### src/design/tdsc_pkg.sv
// shared constants for the temperature compensated tds converter
package tdsc_pkg;

  localparam int ADC_BITS_DEF = 12;
  localparam int FRAC_BITS    = 16;
  localparam int TEMP_W       = 11;
  localparam int PPM_W        = 14;

  // 3.3 V full scale times 800 for the compensation factor (t + 400) / 800
  localparam int VSCALE   = 2640;
  localparam int TEMP_OFS = 400;

  // divider widths: numerator below 2640 * 2^16, quotient below 2^19
  localparam int NUM_W = 28;
  localparam int DEN_W = 12;
  localparam int VQ_W  = 19;

  localparam int V2_W = 22;
  localparam int V3_W = 25;

  // cubic coefficients in 1/100
  localparam int C3 = 13342;
  localparam int C2 = 25586;
  localparam int C1 = 85739;

  localparam int P3_W = 38;
  localparam int P2_W = 37;
  localparam int P1_W = 36;
  localparam int S_W  = 40;

  // floor(s / (25 * 2^15)) as a shift then a reciprocal multiply by 1/25
  localparam int OUT_SH   = 15;
  localparam int X_W      = 24;
  localparam int RECIP_W  = 25;
  localparam int RECIP_M  = 21474837;
  localparam int RECIP_SH = 29;
  localparam int Q_W      = 20;

  localparam logic [PPM_W-1:0] CEIL_RST = PPM_W'(16000);

endpackage

### src/design/tdsc_div.sv
// pipelined restoring divider, one quotient bit per stage
module tdsc_div import tdsc_pkg::*; (
  input  logic             clk,
  input  logic             rst_n,
  input  logic             in_valid,
  output logic             in_ready,
  input  logic [NUM_W-1:0] num,
  input  logic [DEN_W-1:0] den,
  output logic             out_valid,
  input  logic             out_ready,
  output logic [VQ_W-1:0]  quo
);

  logic             v_r   [VQ_W];
  logic [DEN_W-1:0] rem_r [VQ_W];
  logic [VQ_W-1:0]  wrk_r [VQ_W];
  logic [DEN_W-1:0] den_r [VQ_W];
  logic             en    [VQ_W];

  for (genvar k = 0; k < VQ_W; k++) begin : g_stage
    logic             v_src;
    logic [DEN_W-1:0] rem_src;
    logic [VQ_W-1:0]  wrk_src;
    logic [DEN_W-1:0] den_src;
    logic [DEN_W:0]   trial;
    logic             ge;
    logic [DEN_W-1:0] rem_nxt;
    logic [VQ_W-1:0]  wrk_nxt;

    if (k == 0) begin : g_first
      assign v_src   = in_valid;
      assign rem_src = {{(DEN_W-(NUM_W-VQ_W)){1'b0}}, num[NUM_W-1:VQ_W]};
      assign wrk_src = num[VQ_W-1:0];
      assign den_src = den;
    end else begin : g_next
      assign v_src   = v_r[k-1];
      assign rem_src = rem_r[k-1];
      assign wrk_src = wrk_r[k-1];
      assign den_src = den_r[k-1];
    end

    if (k == VQ_W-1) begin : g_last_en
      assign en[k] = !v_r[k] || out_ready;
    end else begin : g_mid_en
      assign en[k] = !v_r[k] || en[k+1];
    end

    assign trial   = {rem_src, wrk_src[VQ_W-1]};
    assign ge      = trial >= {1'b0, den_src};
    assign rem_nxt = ge ? DEN_W'(trial - {1'b0, den_src}) : trial[DEN_W-1:0];
    assign wrk_nxt = {wrk_src[VQ_W-2:0], ge};

    always_ff @(posedge clk) begin
      if (!rst_n) begin
        v_r[k] <= 1'b0;
      end else if (en[k]) begin
        v_r[k] <= v_src;
      end
    end

    always_ff @(posedge clk) begin
      if (en[k]) begin
        rem_r[k] <= rem_nxt;
        wrk_r[k] <= wrk_nxt;
        den_r[k] <= den_src;
      end
    end
  end

  assign in_ready  = en[0];
  assign out_valid = v_r[VQ_W-1];
  assign quo       = wrk_r[VQ_W-1];

endmodule

### config.mk
export PLATFORM = sky130hd
export DESIGN_NAME = tdsc_div
export DESIGN_NICKNAME = d
export VERILOG_FILES = /design/src/design/tdsc_pkg.sv /design/src/design/tdsc_div.sv
export SDC_FILE = /design/constraint.sdc
export NUM_CORES = 1
export LEC_CHECK = 0
export ABC_AREA = 1
export BUFFER_PORTS_ARGS = -buffer_cell sky130_fd_sc_hd__buf_2
export CORE_UTILIZATION = 47
export CTS_CLUSTER_SIZE = 10
export DETAILED_ROUTE_END_ITERATION = 16
export GPL_TIMING_DRIVEN = 0
export PLACE_DENSITY = 0.72
export SYNTH_ARGS = -nofsm -noshare
export SYNTH_HDL_FRONTEND = slang
export SYNTH_SLANG_ARGS = --single-unit
### constraint.sdc
create_clock -name clk -period 5.6 [get_ports clk]
set_input_delay 0.28 -clock clk [delete_from_list [all_inputs] [get_ports clk]]
set_output_delay 0.28 -clock clk [all_outputs]
set_load 0.03 [all_outputs]
==> results of run 1 <==
==> cells by family (layout without fill, tap and decap cells) <==
logic type      count (synthesis)  count (layout)  synth area share
flops                         812             812             0.657
fa+ha+maj                     244             244            0.0860
compound gates                502             502            0.0746
buf+inv                       442             674            0.0459
simple gates                  840             847            0.0973
xor+xnor                      165             165            0.0390
==> routing by layer <==
metal / up-vias / GRT usage
li1: 11000 / -
met1: 10500 / 0.223
met2: 482 / 0.327
met3: 155 / 0.0347
met4: 0 / 0.0793
met5: - / 0
==> metrics by stage <==
stage | util | total power, W | instances
floorplan | - | 0.0148 | 3005
global placement | 0.498 | 0.0164 | 4109
detailed placement | 0.501 | 0.0166 | 4120
CTS | 0.540 | 0.0219 | 4282
global route | 0.540 | 0.0232 | 4284
finish | 0.540 | 0.0218 | 4284
==> worst paths after layout <==
kind	from	end	slack, ns	cells past startpoint
worst min-delay path	rst_n	v_r[10]	0.07	3
worst max register to register	v_r[18]	wrk_r[1][8]	1.27	10
worst min register to register	wrk_r[1][13]	wrk_r[2][14]	0.41	0
worst max-delay path	v_r[18]	in_ready	0.50	13
==> cells in the final DEF, fill, tap and decap left out, types with 5 or more instances in the layout <==
| cell type | count |
|---|---|
| sky130_fd_sc_hd__clkbuf_1 | 22 |
| sky130_fd_sc_hd__buf_4 | 8 |
| sky130_fd_sc_hd__nor2_4 | 5 |
| sky130_fd_sc_hd__edfxtp_1 | 811 |
| sky130_fd_sc_hd__xor2_1 | 67 |
| sky130_fd_sc_hd__nand4_2 | 8 |
| sky130_fd_sc_hd__or2_2 | 10 |
| sky130_fd_sc_hd__and3_1 | 7 |
| sky130_fd_sc_hd__xnor2_1 | 98 |
| sky130_fd_sc_hd__o21ai_0 | 148 |
| sky130_fd_sc_hd__buf_2 | 89 |
| sky130_fd_sc_hd__dlygate4sd3_1 | 41 |
| sky130_fd_sc_hd__nand2_1 | 370 |
| sky130_fd_sc_hd__inv_2 | 10 |
| sky130_fd_sc_hd__o21ai_1 | 9 |
| sky130_fd_sc_hd__o2111ai_1 | 6 |
| sky130_fd_sc_hd__nand4_1 | 34 |
| sky130_fd_sc_hd__a31oi_1 | 12 |
| sky130_fd_sc_hd__o211ai_1 | 7 |
| sky130_fd_sc_hd__inv_1 | 388 |
| sky130_fd_sc_hd__nor2_1 | 266 |
| sky130_fd_sc_hd__a21o_1 | 23 |
| sky130_fd_sc_hd__o31ai_1 | 13 |
| sky130_fd_sc_hd__fa_1 | 18 |
| sky130_fd_sc_hd__clkbuf_16 | 96 |
| sky130_fd_sc_hd__a21oi_1 | 259 |
| sky130_fd_sc_hd__nand3b_1 | 8 |
| sky130_fd_sc_hd__a221oi_1 | 11 |
| sky130_fd_sc_hd__nor3_1 | 30 |
| sky130_fd_sc_hd__nand3_1 | 96 |
| sky130_fd_sc_hd__buf_12 | 9 |
| sky130_fd_sc_hd__ha_1 | 226 |
==> power groups by stage <==
stage          registers, W  logic (W)  clock network [W]
6_report            0.00954    0.00709            0.00517
5_1_grt             0.00968    0.00803            0.00552
4_1_cts             0.00953    0.00704            0.00528
3_5_place_dp        0.00963    0.00696                  0
3_3_place_gp        0.00958    0.00687                  0
2_1_floorplan       0.00943    0.00536                  0
==> flip-flops by register name, indices dropped and copies added (netlist names) <==
register and count:
den_r 216, rem_r 216, v_r 19, wrk_r 361
==> final cells by class <==
class,count,area share
buffer,44,0.00495
inverter,398,0.0356
tap,1040,0.0310
clock inverter,8,0.00155
timing repair buffer,121,0.0233
clock buffer,103,0.0579
multi-input combinational,1758,0.265
sequential,812,0.581
==> worst min-delay path, delay by kind of cell <==
kind	cells	cell delay, ns
buf+inv	1	0.10
simple gates	2	0.19
==> what timing repair did <==
action	CTS	global route
hold buffers	41	0
pin swaps	6	1
gates cloned	7	0
hold endpoints to repair	41	0
setup endpoints to repair	176	1
setup buffers	3	2
==> results.py, run 1 <==
metrics = {
    "clocking": {
        "cts_htree_levels": 3,
        "cts_inserted_buffers": 92,
        "tritoncts": "yes",
        "clkTransAtPathRegs_ns": 0.05,
        "cts_num_sinks": 812,
        "clk_latency_ns": 0.64,
        "post_cts.resized_instances": 0,
        "clock_tree.root_cell": "sky130_fd_sc_hd__clkbuf_16",
        "clockBufferDepth": 3,
    },
    "logic_synthesis": {
        "number_of_enable_type_register_cells_in_the_synthesized_netlist": 811,
        "synth.largest_area_cell": "sky130_fd_sc_hd__edfxtp_1",
        "postSynthCellCount": 3005,
        "synth_commonest_cells": "sky130_fd_sc_hd__edfxtp_1 (811), sky130_fd_sc_hd__inv_1 (396), sky130_fd_sc_hd__nand2_1 (373)",
        "synthesis.nets": 3293,
        "synth_largest_type_area_fraction": 0.657,
        "post_synth_instance_area_sq_um": 37100,
        "synth_flop_cell": "sky130_fd_sc_hd__edfxtp_1",
        "ys_async_sr_fraction": 0,
        "synth_top_cells_by_area": "sky130_fd_sc_hd__edfxtp_1 (66%), sky130_fd_sc_hd__ha_1 (7.6%), sky130_fd_sc_hd__inv_1 (4.0%), sky130_fd_sc_hd__nand2_1 (3.8%), sky130_fd_sc_hd__a21oi_1 (3.5%)",
        "yosys_cell_types": 44,
        "most_used_standard_cell_by_instance_count_after_synthesis": "sky130_fd_sc_hd__edfxtp_1",
        "seq_area_frac_synth": 0.657,
        "postSynthRegisterBits": 812,
        "yosysWarnings": 0,
        "postSynthAreaPerCell_sq_um": 12.3,
    },
    "sta": {
        "layout_min_cycle_time_ns": 5.10,
        "max_freq_ghz": 0.196,
        "timing_worst_slew_pin_value_ns": 1.17,
        "relSlewSlack": 0.219,
        "totalNegativeSetupSlack_ns": 0,
        "maxSlewViolCount": 0,
        "layout_worst_path_cycle_share": 0.910,
        "timing_hold_violations_final": 0,
        "rsz0062_at_grt": "false",
        "report.final.setup_viol": 0,
        "hold_slack_ns": 0.0725,
        "clock-skew-final_ns": 0.0219,
        "timing.final.ws_setup_ns": 0.503,
    },
    "placed_design": {
        "post-place-ws_ns": -1.41,
        "place_area_sq_um": 38900,
        "io_buffers": 64,
        "gpl.final_weighted_congestion": 0.894,
        "dp_hpwl_um": 49100,
    },
    "detailed_routing": {
        "drt-wirelength-per-cell_um": 16.9,
        "total_routed_wire_length_on_the_met1_layer_um": 30400,
        "routed_wl_um": 72500,
        "final_antenna_net_count": 0,
        "avgViaCountPerCell": 5.18,
        "dr_top_layer": "met4",
        "route.vias.total": 22200,
        "drt_first_iter_violations": 1380,
        "drcViolationCount": 0,
        "drt_pass1_iterations": 5,
        "detailroute.wirelength.met2_um": 36100,
        "detailroute.wirelength.met3_um": 3390,
    },
    "pwr": {
        "share_of_power_burned_in_combinational_logic": 0.325,
        "ir_worst_vdd_mv": 0.307,
        "power.share.sequential": 0.437,
        "cellLeakagePower_nw": 17.5,
        "p_sw_w": 0.00717,
        "power.share.clock": 0.237,
        "power_per_cell_area_nw_per_um2": 520,
        "power.switching_fraction": 0.329,
        "p_int_w": 0.0146,
    },
    "finish": {
        "area_of_the_multi_input_gates_sq_um": 11100,
        "areaGrowthSynthToFinish_pct": 13.1,
        "nets": 3515,
        "layout-drive-gt1-share": 0.0792,
        "stdcell_area_sq_um": 42000,
        "antenna-diode-count": 0,
        "layout.filler_cells": 6326,
        "area.sequential_sq_um": 24400,
    },
    "worst_setup_path": {
        "cell_breakdown_of_the_critical_path": "nand4_4 -> nor2_4 -> nand4_4 -> nor2_4 -> nand4_4 -> nor2_4 -> nand4_4 -> nor2_4 -> nand4_1 -> buf_4 -> buf_8 -> buf_8 -> buf_2",
        "setup.worst_path.end_class": "output port",
        "critical_path.slowest_cell": "sky130_fd_sc_hd__edfxtp_1",
        "buf_inv_on_cp": 4,
        "cp.required_ns": 5.32,
        "path_max_fanout": 23,
        "critical_path.max_stage_delay_ns": 0.50,
        "critPathLaunchType": "flop",
        "critPathArrivalTime_ns": 4.82,
        "cp_top_family": "simple AND/OR/NAND/NOR gates",
        "kind_of_critical_path": "flop to output port",
    },
    "status": {
        "run_status": "completed",
    },
    "die": {
        "floorplan.initialDensity": 0.477,
        "die_area_sq_um": 80000,
        "dieHeight_um": 283,
        "floorplan.die.width_um": 283,
        "rows": 102,
        "io-pin-count": 65,
        "core_region_area_sq_um": 77700,
    },
    "grt": {
        "global_route.overflow_total": 0,
        "via_count_of_the_first_global_routing_pass": 22300,
        "grt_first_pass_wirelength_um": 115000,
        "number_of_antenna_violations_at_the_first_check_in_global_routing": 0,
        "grt_max_degree": 46,
        "globalRouteTotalUtil": 0.186,
    },
    "worst_hold_path": {
        "hold_class": "input port to flop",
    },
    "job": {
        "max_cap_viol_count": 0,
    },
}
No activity file was read; power rests on OpenSTA's default activity.
==> run 2, diff against run 1 <==
--- a/config.mk
+++ b/config.mk
@@ -11,6 +11,7 @@
 export CTS_CLUSTER_SIZE = 10
 export DETAILED_ROUTE_END_ITERATION = 16
 export GPL_TIMING_DRIVEN = 0
+export MAX_ROUTING_LAYER = met4
 export PLACE_DENSITY = 0.72
 export SYNTH_ARGS = -nofsm -noshare
 export SYNTH_HDL_FRONTEND = slang
==> results.py, run 2 (synthesis results as in run 1) <==
metrics = {
    "finish": {
        "stdcell_area_sq_um": 42000,
        "largest_register": "wrk_r",
        "antenna-diode-count": 0,
        "area_of_the_multi_input_gates_sq_um": 11100,
        "nets": 3514,
        "largest_register_ff_count": 361,
        "areaGrowthSynthToFinish_pct": 13.4,
        "layout-drive-gt1-share": 0.0796,
        "layout.filler_cells": 6304,
        "layout.cells.most_common_list": "sky130_fd_sc_hd__edfxtp_1 (811), sky130_fd_sc_hd__inv_1 (388), sky130_fd_sc_hd__nand2_1 (370)",
        "largest_registers": "wrk_r: 361 flops, den_r: 216 flops, rem_r: 216 flops",
        "fin_util": 0.541,
        "area.sequential_sq_um": 24400,
        "layout.cells.most_common": "sky130_fd_sc_hd__edfxtp_1",
        "stdcell_count": 4293,
    },
    "sta": {
        "relSlewSlack": 0.236,
        "timing_worst_slew_pin_value_ns": 1.15,
        "layout_min_cycle_time_ns": 5.28,
        "timing.final.ws_setup_ns": 0.322,
        "report.final.setup_viol": 0,
        "clock-skew-final_ns": 0.0241,
        "rsz0062_at_grt": "false",
        "maxSlewViolCount": 0,
        "timing_hold_violations_final": 0,
        "layout_worst_path_cycle_share": 0.943,
        "max_freq_ghz": 0.189,
    },
    "detailed_routing": {
        "drcViolationCount": 0,
        "drt-wirelength-per-cell_um": 16.9,
        "avgViaCountPerCell": 5.18,
        "drt_first_iter_violations": 1502,
        "route.vias.total": 22200,
        "routed_wl_um": 72400,
        "drt_pass1_iterations": 7,
        "final_antenna_net_count": 0,
    },
    "worst_setup_path": {
        "critical_path.slowest_cell": "sky130_fd_sc_hd__edfxtp_1",
        "reg2reg_slack_ns": 1.02,
        "path_max_fanout": 23,
        "worstReg2RegStart": "v_r[18]",
        "cell_breakdown_of_the_critical_path": "nand4_4 -> nor2_4 -> nand4_4 -> nor2_4 -> nand4_4 -> nor2_4 -> nand4_4 -> nor2_4 -> nand4_1 -> buf_4 -> buf_8 -> buf_8 -> buf_2",
        "reg2reg_end": "wrk_r[2][10]",
        "critical_path.max_stage_delay_ns": 0.52,
        "crit_start": "v_r[18]",
        "cp-endpoint": "in_ready",
        "timing.reg2reg.worst_path_depth": 12,
        "cp.required_ns": 5.32,
        "critPathArrivalTime_ns": 5.00,
        "setup.worst_path.end_class": "output port",
        "critPathLaunchType": "flop",
        "kind_of_critical_path": "flop to output port",
    },
    "grt": {
        "gr-usage-met2": 0.327,
        "globalRouteTotalUtil": 0.190,
        "grt_most_used_layer": "met2",
        "grt_use_met1": 0.231,
        "grt_first_pass_wirelength_um": 115000,
        "via_count_of_the_first_global_routing_pass": 22100,
        "global_route.overflow_total": 0,
        "grt_max_degree": 46,
        "use_met3": 0.0266,
        "number_of_antenna_violations_at_the_first_check_in_global_routing": 0,
    },
    "clocking": {
        "clkTransAtPathRegs_ns": 0.06,
        "cts_htree_levels": 3,
        "clk_latency_ns": 0.64,
        "post_cts.resized_instances": 0,
        "clock_tree.root_cell": "sky130_fd_sc_hd__clkbuf_16",
        "cts_inserted_buffers": 93,
        "tritoncts": "yes",
        "cts_num_sinks": 812,
        "clockBufferDepth": 3,
    },
    "worst_hold_path": {
        "hold_class": "input port to flop",
    },
    "die": {
        "io-pin-count": 65,
        "core_region_area_sq_um": 77700,
        "dieHeight_um": 283,
        "die_area_sq_um": 80000,
        "floorplan.die.width_um": 283,
        "rows": 102,
        "floorplan.initialDensity": 0.477,
    },
    "job": {
        "max_cap_viol_count": 0,
    },
    "placed_design": {
        "placed_cells": 4120,
        "io_buffers": 64,
        "place_area_sq_um": 38900,
        "gpl.final_weighted_congestion": 0.905,
        "post-place-ws_ns": -1.42,
        "dp_hpwl_um": 49100,
    },
    "status": {
        "run_status": "completed",
    },
    "pwr": {
        "design_power_total_w": 0.0219,
        "power_per_cell_area_nw_per_um2": 522,
        "cellLeakagePower_nw": 17.5,
        "ir_worst_vdd_mv": 0.283,
    },
}
==> run 2: cell count changes in the layout (fill, tap and decap cells not counted), sizes merged <==
cell and change:
buf -2, clkinv -2, clkbuf +12, bufinv +1
==> run 2: worst min path at each step <==
stage	cells after the start	slack, ns	start	end
2_1_floorplan	0	0.38	den[0]	den_r[0][0]
3_3_place_gp	0	0.40	wrk_r[11][6]	wrk_r[12][7]
3_5_place_dp	0	0.40	wrk_r[9][8]	wrk_r[10][9]
4_1_cts	3	0.05	rst_n	v_r[16]
5_1_grt	3	0.08	rst_n	v_r[16]
6_report	3	0.06	rst_n	v_r[16]
==> run 2: area by class of cell <==
cell class              instances  area share
plain buffers                  44     0.00494
flip-flops and latches        812       0.580
inverters                     398      0.0355
repair buffers                119      0.0229
well taps                    1040      0.0310
clock inverters                 7     0.00211
multi-input cells            1758       0.264
clock buffers                 115      0.0596
==> run 2: where the power goes <==
group          total, W  leakage [nW]  internal [W]  switching [W]
sequential      0.00953          8.55       0.00879       0.000742
clock           0.00533          1.27       0.00314        0.00219
combinational   0.00707          7.73       0.00282        0.00426
==> run 2: critical path: cells and delay by family, from the launching register on <==
kind,cells,cell delay [ns]
simple gates,9,3.11
buf+inv,4,0.70
flops,1,0.52
==> run 2: repair_timing <==
action | CTS | global route
pin swaps | 6 | 2
hold buffers | 41 | 0
setup buffers | 3 | 0
endpoints found under the hold margin | 41 | 0
cloned | 6 | 1
setup endpoints to repair | 176 | 1
==> run 2: metal layers <==
| layer | wire, um | up-vias |
|---|---|---|
| met4 | 2010 | 0 |
| met3 | 3030 | 141 |
| met1 | 31000 | 10600 |
| met2 | 36300 | 465 |
| li1 | - | 11000 |
| met5 | 0 | - |
==> run 2: stage by stage <==
stage	hold slack, ns	setup TNS (ns)
floorplan	0.379	-38.70
global placement	0.400	-440.99
detailed placement	0.405	-118.32
CTS	0.0483	0
global route	0.0768	0
finish	0.0602	0
